===== src/rtl/core/ofod_pkg.sv =====
`default_nettype none

package ofod_pkg;

    localparam int FIELD_W      = 64;
    localparam int RECORD_WORDS = 7;
    localparam int RECORD_BYTES = 8 * 7;
    localparam int RECORD_W     = RECORD_BYTES * 8;
    localparam int BYTE_CNT_W   = $clog2(RECORD_BYTES);
    localparam int QUEUE_DEPTH  = 2;

    localparam logic [FIELD_W-1:0] FNV_BASIS  = 64'hCBF29CE484222325;
    localparam logic [FIELD_W-1:0] GOLDEN_MIX = 64'h9E3779B97F4A7C15;
    localparam logic [31:0]        GOLDEN_LO  = GOLDEN_MIX[31:0];
    localparam logic [31:0]        GOLDEN_HI  = GOLDEN_MIX[63:32];

    typedef struct packed {
        logic [RECORD_W-1:0] record;
        logic                is_final;
    } item_t;

    typedef struct packed {
        logic  valid;
        item_t item;
    } q_head_t;

    typedef enum logic [2:0] {
        ST_IDLE,
        ST_HASH,
        ST_ACC,
        ST_MUL_LL,
        ST_MUL_HL,
        ST_MUL_LH,
        ST_DONE
    } back_state_t;

    // one fnv-1a byte step; prime is 2^40 + 0x1b3, done as shifts and adds
    function automatic logic [FIELD_W-1:0] fnv_step(input logic [FIELD_W-1:0] h,
                                                    input logic [7:0] b);
        logic [FIELD_W-1:0] x;
        x = h ^ {56'b0, b};
        return (x << 40) + (x << 8) + (x << 7) + (x << 5) + (x << 4) + (x << 1) + x;
    endfunction

endpackage

`default_nettype wire


===== src/rtl/core/ofod_front.sv =====
`default_nettype none

module ofod_front (
    input  wire logic                 clk,
    input  wire logic                 rst_n,
    input  wire logic                 obs_valid,
    output logic                      obs_ready,
    input  wire logic [63:0]          subject_id,
    input  wire logic [63:0]          subject_generation,
    input  wire logic [63:0]          served,
    input  wire logic [63:0]          unserved_run,
    input  wire logic [63:0]          below_floor_run,
    input  wire logic [63:0]          priority_ref,
    input  wire logic [63:0]          qos_ref,
    input  wire logic                 final_item,
    input  wire logic                 pop,
    output ofod_pkg::q_head_t         head
);
    import ofod_pkg::*;

    localparam int PTR_W = (QUEUE_DEPTH > 1) ? $clog2(QUEUE_DEPTH) : 1;
    localparam int CNT_W = $clog2(QUEUE_DEPTH + 1);

    item_t             q_mem_reg [QUEUE_DEPTH];
    logic [PTR_W-1:0]  wr_ptr_reg, wr_ptr_next;
    logic [PTR_W-1:0]  rd_ptr_reg, rd_ptr_next;
    logic [CNT_W-1:0]  count_reg, count_next;
    logic              push;
    item_t             in_item;

    // subject_id lands in the low bytes so the back end shifts out byte 0 first
    always_comb
    begin
        in_item.record   = {qos_ref, priority_ref, below_floor_run, unserved_run,
                            served, subject_generation, subject_id};
        in_item.is_final = final_item;
    end

    assign obs_ready  = (count_reg != CNT_W'(QUEUE_DEPTH));
    assign push       = obs_valid && obs_ready;
    assign head.valid = (count_reg != '0);
    assign head.item  = q_mem_reg[rd_ptr_reg];

    always_comb
    begin
        wr_ptr_next = wr_ptr_reg;
        rd_ptr_next = rd_ptr_reg;
        count_next  = count_reg;
        if (push)
        begin
            wr_ptr_next = (wr_ptr_reg == PTR_W'(QUEUE_DEPTH - 1)) ? '0 : wr_ptr_reg + 1'b1;
        end
        if (pop)
        begin
            rd_ptr_next = (rd_ptr_reg == PTR_W'(QUEUE_DEPTH - 1)) ? '0 : rd_ptr_reg + 1'b1;
        end
        case ({push, pop})
            2'b10:   count_next = count_reg + 1'b1;
            2'b01:   count_next = count_reg - 1'b1;
            default: count_next = count_reg;
        endcase
    end

    always_ff @(posedge clk or negedge rst_n)
    begin
        if (!rst_n)
        begin
            wr_ptr_reg <= '0;
            rd_ptr_reg <= '0;
            count_reg  <= '0;
        end
        else
        begin
            wr_ptr_reg <= wr_ptr_next;
            rd_ptr_reg <= rd_ptr_next;
            count_reg  <= count_next;
        end
    end

    always_ff @(posedge clk)
    begin
        if (push)
        begin
            q_mem_reg[wr_ptr_reg] <= in_item;
        end
    end

endmodule

`default_nettype wire


===== src/rtl/core/ofod_back.sv =====
`default_nettype none

module ofod_back (
    input  wire logic             clk,
    input  wire logic             rst_n,
    input  wire ofod_pkg::q_head_t head,
    output logic                  pop,
    output logic                  digest_valid,
    input  wire logic             digest_ready,
    output logic [63:0]           set_digest
);
    import ofod_pkg::*;

    back_state_t            state_reg, state_next;
    logic [BYTE_CNT_W-1:0]  byte_cnt_reg, byte_cnt_next;
    logic [RECORD_W-1:0]    shift_reg, shift_next;
    logic [FIELD_W-1:0]     hash_reg, hash_next;
    logic                   final_reg, final_next;
    logic [FIELD_W-1:0]     hash_sum_reg, hash_sum_next;
    logic [FIELD_W-1:0]     hash_xor_reg, hash_xor_next;
    logic [FIELD_W-1:0]     mul_a_reg, mul_a_next;
    logic [FIELD_W-1:0]     mix_reg, mix_next;
    logic [FIELD_W-1:0]     prod_reg, prod_next;
    logic                   digest_valid_reg, digest_valid_next;
    logic [FIELD_W-1:0]     set_digest_reg, set_digest_next;

    logic [31:0]            mul_x, mul_y;
    logic [63:0]            mul_p;
    logic                   start;
    logic [FIELD_W-1:0]     sum_new, xor_new;

    // shared 32x32 unit for the low half of sum * golden constant
    assign mul_p = mul_x * mul_y;

    assign sum_new = hash_sum_reg + hash_reg;
    assign xor_new = hash_xor_reg ^ hash_reg;

    always_comb
    begin
        state_next        = state_reg;
        byte_cnt_next     = byte_cnt_reg;
        shift_next        = shift_reg;
        hash_next         = hash_reg;
        final_next        = final_reg;
        hash_sum_next     = hash_sum_reg;
        hash_xor_next     = hash_xor_reg;
        mul_a_next        = mul_a_reg;
        mix_next          = mix_reg;
        prod_next         = prod_reg;
        digest_valid_next = digest_valid_reg;
        set_digest_next   = set_digest_reg;
        mul_x             = mul_a_reg[31:0];
        mul_y             = GOLDEN_LO;
        start             = 1'b0;

        if (digest_valid_reg && digest_ready)
        begin
            digest_valid_next = 1'b0;
        end

        case (state_reg)
            ST_IDLE:
            begin
                start = head.valid;
            end
            ST_HASH:
            begin
                hash_next  = fnv_step(hash_reg, shift_reg[7:0]);
                shift_next = shift_reg >> 8;
                if (byte_cnt_reg == BYTE_CNT_W'(RECORD_BYTES - 1))
                begin
                    state_next = ST_ACC;
                end
                else
                begin
                    byte_cnt_next = byte_cnt_reg + 1'b1;
                end
            end
            ST_ACC:
            begin
                if (final_reg)
                begin
                    mul_a_next    = sum_new;
                    mix_next      = xor_new ^ FNV_BASIS;
                    hash_sum_next = '0;
                    hash_xor_next = '0;
                    state_next    = ST_MUL_LL;
                end
                else
                begin
                    hash_sum_next = sum_new;
                    hash_xor_next = xor_new;
                    state_next    = ST_IDLE;
                    start         = head.valid;
                end
            end
            ST_MUL_LL:
            begin
                mul_x      = mul_a_reg[31:0];
                mul_y      = GOLDEN_LO;
                prod_next  = mul_p;
                state_next = ST_MUL_HL;
            end
            ST_MUL_HL:
            begin
                mul_x      = mul_a_reg[63:32];
                mul_y      = GOLDEN_LO;
                prod_next  = prod_reg + {mul_p[31:0], 32'b0};
                state_next = ST_MUL_LH;
            end
            ST_MUL_LH:
            begin
                mul_x      = mul_a_reg[31:0];
                mul_y      = GOLDEN_HI;
                prod_next  = prod_reg + {mul_p[31:0], 32'b0};
                state_next = ST_DONE;
            end
            ST_DONE:
            begin
                // hold until the previous digest has left the output register
                if (!digest_valid_reg)
                begin
                    set_digest_next   = prod_reg ^ mix_reg;
                    digest_valid_next = 1'b1;
                    state_next        = ST_IDLE;
                end
            end
            default:
            begin
                state_next = ST_IDLE;
            end
        endcase

        if (start)
        begin
            shift_next    = head.item.record;
            final_next    = head.item.is_final;
            hash_next     = FNV_BASIS;
            byte_cnt_next = '0;
            state_next    = ST_HASH;
        end
    end

    assign pop          = start;
    assign digest_valid = digest_valid_reg;
    assign set_digest   = set_digest_reg;

    always_ff @(posedge clk or negedge rst_n)
    begin
        if (!rst_n)
        begin
            state_reg        <= ST_IDLE;
            byte_cnt_reg     <= '0;
            hash_sum_reg     <= '0;
            hash_xor_reg     <= '0;
            digest_valid_reg <= 1'b0;
        end
        else
        begin
            state_reg        <= state_next;
            byte_cnt_reg     <= byte_cnt_next;
            hash_sum_reg     <= hash_sum_next;
            hash_xor_reg     <= hash_xor_next;
            digest_valid_reg <= digest_valid_next;
        end
    end

    always_ff @(posedge clk)
    begin
        shift_reg      <= shift_next;
        hash_reg       <= hash_next;
        final_reg      <= final_next;
        mul_a_reg      <= mul_a_next;
        mix_reg        <= mix_next;
        prod_reg       <= prod_next;
        set_digest_reg <= set_digest_next;
    end

endmodule

`default_nettype wire


===== src/rtl/core/order_free_observation_digest.sv =====
// per item: the 56 dependent fnv byte steps through the single multiply-by-prime unit, then
// one accumulate step; after a non-final item the next queued item starts from that step
// a final item then takes three passes of the shared 32x32 multiplier, the output load
// (held while the previous digest is still waiting) and a return to idle
// a two-entry queue takes new items while the hash engine is busy
// reset: rst_n async low, clears queue, accumulators and output valid; no clearing pass
`default_nettype none

module order_free_observation_digest (
    input  wire logic        clk,
    input  wire logic        rst_n,
    input  wire logic        obs_valid,
    output logic             obs_ready,
    input  wire logic [63:0] subject_id,
    input  wire logic [63:0] subject_generation,
    input  wire logic [63:0] served,
    input  wire logic [63:0] unserved_run,
    input  wire logic [63:0] below_floor_run,
    input  wire logic [63:0] priority_ref,
    input  wire logic [63:0] qos_ref,
    input  wire logic        final_item,
    output logic             digest_valid,
    input  wire logic        digest_ready,
    output logic [63:0]      set_digest
);
    import ofod_pkg::*;

    q_head_t head;
    logic    pop;

    ofod_front u_front (
        .clk                (clk),
        .rst_n              (rst_n),
        .obs_valid          (obs_valid),
        .obs_ready          (obs_ready),
        .subject_id         (subject_id),
        .subject_generation (subject_generation),
        .served             (served),
        .unserved_run       (unserved_run),
        .below_floor_run    (below_floor_run),
        .priority_ref       (priority_ref),
        .qos_ref            (qos_ref),
        .final_item         (final_item),
        .pop                (pop),
        .head               (head)
    );

    ofod_back u_back (
        .clk          (clk),
        .rst_n        (rst_n),
        .head         (head),
        .pop          (pop),
        .digest_valid (digest_valid),
        .digest_ready (digest_ready),
        .set_digest   (set_digest)
    );

endmodule

`default_nettype wire


===== config.mk =====
export PLATFORM = sky130hd
export DESIGN_NAME = order_free_observation_digest
export DESIGN_NICKNAME = d
export VERILOG_FILES = /design/src/rtl/core/ofod_pkg.sv /design/src/rtl/core/ofod_front.sv /design/src/rtl/core/ofod_back.sv /design/src/rtl/core/order_free_observation_digest.sv
export SDC_FILE = /design/constraint.sdc
export NUM_CORES = 2
export LEC_CHECK = 0
export ABC_AREA = 1
export BUFFER_PORTS_ARGS = -buffer_cell sky130_fd_sc_hd__buf_2
export CAP_MARGIN = 25
export CELL_PAD_IN_SITES_DETAIL_PLACEMENT = 1
export CELL_PAD_IN_SITES_GLOBAL_PLACEMENT = 2
export CORE_ASPECT_RATIO = 1.5
export CORE_MARGIN = 3
export CORE_UTILIZATION = 45
export DETAILED_ROUTE_END_ITERATION = 7
export PLACE_DENSITY = 0.94
export SLEW_MARGIN = 20
export SYNTH_ARGS = -nofsm -noshare
export SYNTH_HDL_FRONTEND = slang
export SYNTH_SLANG_ARGS = --single-unit

===== constraint.sdc =====
create_clock -name clk -period 31 [get_ports clk]
set_input_delay 6.2 -clock clk [delete_from_list [all_inputs] [get_ports clk]]
set_output_delay 6.2 -clock clk [all_outputs]
set_load 0.005 [all_outputs]

# Word level (Yosys, flattened, before mapping)
# Memory sizes are Yosys's and may differ from the RTL's.
# Index checks and enable logic that the tools add are counted.
dict set report totals {
  output_inout_bits 66
  input_bits 453
  romBits 0
  ramBits 898
  word_cells 86
  ff_bits 911
  memories 1
  latch_bits 0
}
# memory depth word_bits read_ports rd_clocked_by_memory_dff wr line
set mem_list {}
lappend mem_list {u_front.q_mem_reg 2 449 1 0 1 ofod_front.sv:24} ;# item_t q_mem_reg [QUEUE_DEPTH];
dict set report classes {
  bitwise_logic 5
  n_addsub 13
  div 0
  muxes 25
  reduce_logical 12
  n_shift 0
  multipliers 1
  eq_ne 14
  order_cmp 0
}
# operator n
set op_table {}
lappend op_table {{two-way mux 448 bit} 2}
lappend op_table {{adder 64 bit} 8}
lappend op_table {{two-way mux 64 bit} 2}
lappend op_table {{one-hot mux 64 bit (2 select lines)} 1}
lappend op_table {{bitwise XOR 64 bit} 2}
lappend op_table {{multiplier 32 x 32 -> 64 bit} 1}
lappend op_table {{two-way mux 32 bit} 2}
lappend op_table {{bitwise XOR 64 x 8 -> 64 bit} 1}
lappend op_table {{NOT 28 bit} 1}
lappend op_table {{one-hot mux 3 bit (7 select lines)} 1}
lappend op_table {{two-way mux 6 bit} 3}
lappend op_table {{equality test 3 bit (second input constant)} 3}
lappend op_table {{two-way mux 3 bit} 3}
lappend op_table {{two-way mux 1 bit} 8}
lappend op_table {{nonzero test 2 bit} 4}
lappend op_table {{adder 6 x 1 -> 6 bit (second input constant)} 1}
lappend op_table {{equality test 3 x 2 -> 1 bit (second input constant)} 2}
lappend op_table {{equality test 6 bit (second input constant)} 1}
lappend op_table {{inequality test 2 bit (second input constant)} 3}
lappend op_table {{AND reduction 2 bit} 3}
lappend op_table {{one-hot mux 2 bit (2 select lines)} 1}
lappend op_table {{equality test 3 x 1 -> 1 bit (second input constant)} 1}
lappend op_table {{zero test 3 bit} 1}
lappend op_table {{inequality test 3 x 2 -> 1 bit (second input constant)} 1}
lappend op_table {{other kinds (12)} 14}

# Longest topological paths before layout
dict set report logic_depth {
  depth_word 7
  depth_mapped 45
  depth_no_buf 43
}

# Cells and area by module
# Synthesis repeated with hierarchy kept, for this count alone.
dict set report hier_totals {
  hier_cells 11304
  hier_area_um2 112892.0
}
# mod n_inst cells_each area_each_um2
set modules_own_cells {}
lappend modules_own_cells {ofod_back 1 8934 79502.5}
lappend modules_own_cells {ofod_front 1 2370 33389.5}

# Worst setup path before layout
# Ideal clock, no wire load.
dict set report synth_timing {
  path_type {input to register}
  start {in obs_valid}
  end {mem u_front.q_mem_reg[1][0] in the netlist's numbering (enable)}
  path_slack_ns 4.841
  t_required_ns 29.729
  arrival_ns 24.888
  stages 2
  setup_ns 1.271
  path_buffers 0
  cell_sequence {nand2_1 nor2_1}
}
dict set report synth_between {
  elab_chain_len 3
}
# element line
set synth_rtl {}
lappend synth_rtl {{from (decl)} order_free_observation_digest.sv:12} ;# input wire logic obs_valid,
lappend synth_rtl {{logical AND 1 bit} ofod_front.sv:40} ;# assign push = obs_valid && obs_ready;
lappend synth_rtl {{two-way mux 1 bit} ofod_front.sv:82} ;# if (push)
lappend synth_rtl {{two-way mux 1 bit (not written as such)} ofod_front.sv:84} ;# q_mem_reg[wr_ptr_reg] <= in_item;
lappend synth_rtl {{to (decl)} ofod_front.sv:24}
# No other way between the ends.

# Final worst setup path
dict set report layout_timing {
  start {reg u_back.state_reg[0]}
  end {reg u_back.prod_reg[63] (data pin)}
}
dict set report layout_between {
  elab_chain_len 5
}
# element line
set layout_rtl {}
lappend layout_rtl {{from (decl)} ofod_back.sv:14} ;# back_state_t state_reg, state_next;
lappend layout_rtl {{from (signal assigned)} ofod_back.sv:160} ;# state_reg <= state_next;
lappend layout_rtl {{equality test 3 bit} ofod_back.sv:61} ;# case (state_reg)
lappend layout_rtl {{two-way mux 32 bit} ofod_back.sv:61}
lappend layout_rtl {{multiplier 32 x 32 -> 64 bit} ofod_back.sv:33} ;# assign mul_p = mul_x * mul_y;
lappend layout_rtl {{adder 64 bit} {ofod_back.sv:108, ofod_back.sv:115}}
lappend layout_rtl {{one-hot mux 64 bit (2 select lines) *} ofod_back.sv:61}
lappend layout_rtl {{named net u_back.prod_next[63]} ofod_back.sv:23} ;# logic [FIELD_W-1:0] prod_reg, prod_next;
lappend layout_rtl {{to (signal assigned)} ofod_back.sv:175} ;# prod_reg <= prod_next;
lappend layout_rtl {{to (decl)} ofod_back.sv:23}
# Mark *: on every way through the listed nets, which the timed path passes. The rest lies on a longest branch.
# A chain may end at the register's enable or synchronous reset.

==> impl_metrics.yaml <==
sta:
  tightest_slew_ns: 1.224
  fmax_ghz: 0.09328
  slew_headroom_pct: 18.38
  min_period_over_period_pct: 34.58
  setup_viol: 0
  skew_ns: 0.1055
  fin_ws_ns: 20.28
  finalSetupTns_ns: 0
  maxSlewViolCount: 0
  hold_viol_final: 0
  rsz0062_at_grt: "no"
  fin_crit_ns: 10.72
synthesis:
  synthCells: 10430
  yosysUniqueCellTypes: 52
  async_flop_share_pct: 7.850
  synth.largest_area_cell: "edfxtp_1"
  seq_area_frac_synth_pct: 47.92
  syn_area_um2: 110500
  ys_warn_count: 0
  synth_edf_count: 1603
  syn_avg_cell_area_um2: 10.60
  synthTopCellsByArea: "edfxtp_1 (44%), fa_1 (16%), ha_1 (7.6%)"
  ys_ff_latch: 1809
  post-synth-top-area-fraction_pct: 43.54
  synth-main-ff-cell: "edfxtp_1"
finish:
  area_growth_pct: 11.22
  drive_above_1_share_pct: 8.671
  nets: 12900
  post-route-util_pct: 50.36
  largest_reg_flops: 898
cts:
  h-tree-depth: 4
  clockBufferDepth: 4
  cts.sinks: 1809
  hold_buffers: 0
  root_buffer: "clkbuf_16"
  cts_buffers: 180
  cts_tree: "done"
  cts_resized: 0
  clkLatencyLatePin_ns: 0.89
  cts.clk_slew.worst_paths_ns: 0.07
  post_cts_buffers: 0
setup_path:
  critPathKind: "flip-flop to flip-flop"
  crit_path_start_kind: "flip-flop"
  path_max_fanout: 65
  cpMaxStageDelayCell: "buf_4"
  crit_path_max_incr_delay_ns: 0.62
  cp.required_ns: 31.60
  end_kind: "flip-flop"
  critPathArrivalTime_ns: 11.32
floorplan:
  initial_core_util_pct: 45.28
  coreArea_um2: 244200
  die_w_um: 410.7
  die_h_um: 613.0
  ios: 519
  rows: 222
  die_area_um2: 251800
routing:
  drtAntennaViolNets: 0
  first_iter_violations: 5344
  wire_per_inst_um: 29.19
  vias: 79770
  drt_first_pass_iters: 6
  via_per_inst: 5.555
  drc: 0
  finalWirelength_mm: 419.2
grt:
  grt_pass1_vias: 89990
  grt_overflow_total: 0
  antenna_found_initial: 78
  grt_max_degree: 225
  grt_pass1_wl_mm: 600.5
  grt_usage_pct: 33.04
place:
  io_buffer_count: 518
  dpl.hpwl_mm: 326.1
  gp_congestion: 1.062
  preCtsSetupSlack_ns: 20.36
status:
  outcome: "completed"
job:
  max_cap_violations: 0
min_path:
  min_path_type: "flip-flop to flip-flop"
[area by class of cell]
class | instances | area, µm²
repair buffers | 618 | 3580
fillers | 26390 | 121200
well taps | 3248 | 4064
inverters | 1684 | 6339
diodes | 53 | 132.6
multi-input cells | 6634 | 50120
flip-flops and latches | 1809 | 52980
clock inverters | 82 | 918.4
clock buffers | 233 | 4817
[metal layers]
layer	up-vias	share of wire [%]	GRT usage [%]
met3	1159	4.9	4.990
met1	40590	34	33.98
met2	2707	52	59.65
met4	46	9.7	26.14
met5	-	0.073	0
li1	35270	-	-
[stage by stage]
stage                     cell area [µm²]  cells  hold WS (ns)
after detailed placement           117000  13990        0.4708
after global routing               122900  14350        0.5181
after global placement             116800  13980        0.4529
final                              122900  14360        0.4854
after floorplan                    110700  10460        0.4400
after CTS                          122700  14300        0.4826
[critical path, delay by kind of cell, from the launching register on]
family | cells | cell delay, ns
compound gates | 6 | 1.83
xor+xnor | 1 | 0.41
fa+ha+maj | 10 | 4.56
buf+inv | 8 | 1.46
flops | 1 | 0.59
simple gates | 10 | 1.60
[cell usage in the layout, fill, tap and decap left out, types with 49 or more instances in the layout]
master | netlist | final
nand4_1 | 50 | 50
o31ai_1 | 442 | 442
inv_1 | 1674 | 1673
nand3_1 | 251 | 251
ha_1 | 668 | 668
nand2_1 | 1565 | 1563
buf_4 | 0 | 82
a21oi_1 | 337 | 337
fa_1 | 856 | 856
dfrtp_1 | 142 | 141
buf_2 | 68 | 517
edfxtp_1 | 1603 | 1603
o21ai_0 | 369 | 369
clkbuf_16 | 0 | 183
dfxtp_1 | 64 | 57
xnor2_1 | 93 | 88
xor2_1 | 151 | 151
nor2_1 | 1461 | 1456
diode_2 | 0 | 53
nor3_1 | 50 | 49
o21bai_1 | 54 | 54
[cell families (layout without fill, tap and decap cells)]
| family | count (synthesis) | after routing | share of synthesized area, % |
|---|---|---|---|
| compound gates | 1362 | 1362 | 7.615 |
| xor+xnor | 244 | 244 | 1.933 |
| fa+ha+maj | 1524 | 1524 | 23.06 |
| buf+inv | 2021 | 2617 | 6.966 |
| flops | 1809 | 1809 | 47.92 |
| other cells | 2 | 85 | 0.006793 |
| simple gates | 3472 | 3472 | 12.50 |
[synth_stat cells (3+ instances only)]
library cell  instances
a31oi_1              41
o31ai_1             442
nand3b_1             22
o21ai_2              17
nor2_2                6
nand2_2               8
buf_1                 6
inv_2                10
xor2_1              151
inv_1              1674
a21boi_0             14
nand3_1             251
or2_2                14
nand2_1            1565
nand4_1              50
ha_1                668
edfxtp_1           1603
and2_1               23
xnor2_1              93
a21o_1               16
dfrtp_1             142
o21bai_1             54
a22o_1               20
clkbuf_1            259
nor4_1               10
a21oi_1             337
and3_1                3
nor3_1               50
nor2_1             1461
o211ai_1              7
buf_6                 4
o21ai_0             369
o21ai_1              23
o21a_1               10
fa_1                856
dfxtp_1              64
buf_2                68
[worst paths after layout]
| kind | startpoint | to | slack [ns] | cells after the start |
|---|---|---|---|---|
| worst min-delay path | u_back.byte_cnt_reg[3]$_DFFE_PN0P_ | u_back.byte_cnt_reg[4]$_DFFE_PN0P_ | 0.49 | 1 |
| worst min register to register | u_back.byte_cnt_reg[3]$_DFFE_PN0P_ | u_back.byte_cnt_reg[4]$_DFFE_PN0P_ | 0.49 | 1 |
| max in group asynchronous | rst_n | u_back.hash_xor_reg[54]$_DFFE_PN0N_ | 23.60 | 3 |
| min in group asynchronous | rst_n | u_back.hash_sum_reg[36]$_DFFE_PN0N_ | 5.32 | 1 |
| worst max register to register | u_back.state_reg[0]$_DFFE_PN0P_ | u_back.prod_reg[63]$_DFFE_PN_ | 20.28 | 35 |
| worst max-delay path | u_back.state_reg[0]$_DFFE_PN0P_ | u_back.prod_reg[63]$_DFFE_PN_ | 20.28 | 35 |
Power is not shown: default switching activity piles up to over one toggle a cycle in this logic, so the estimate is an artifact.
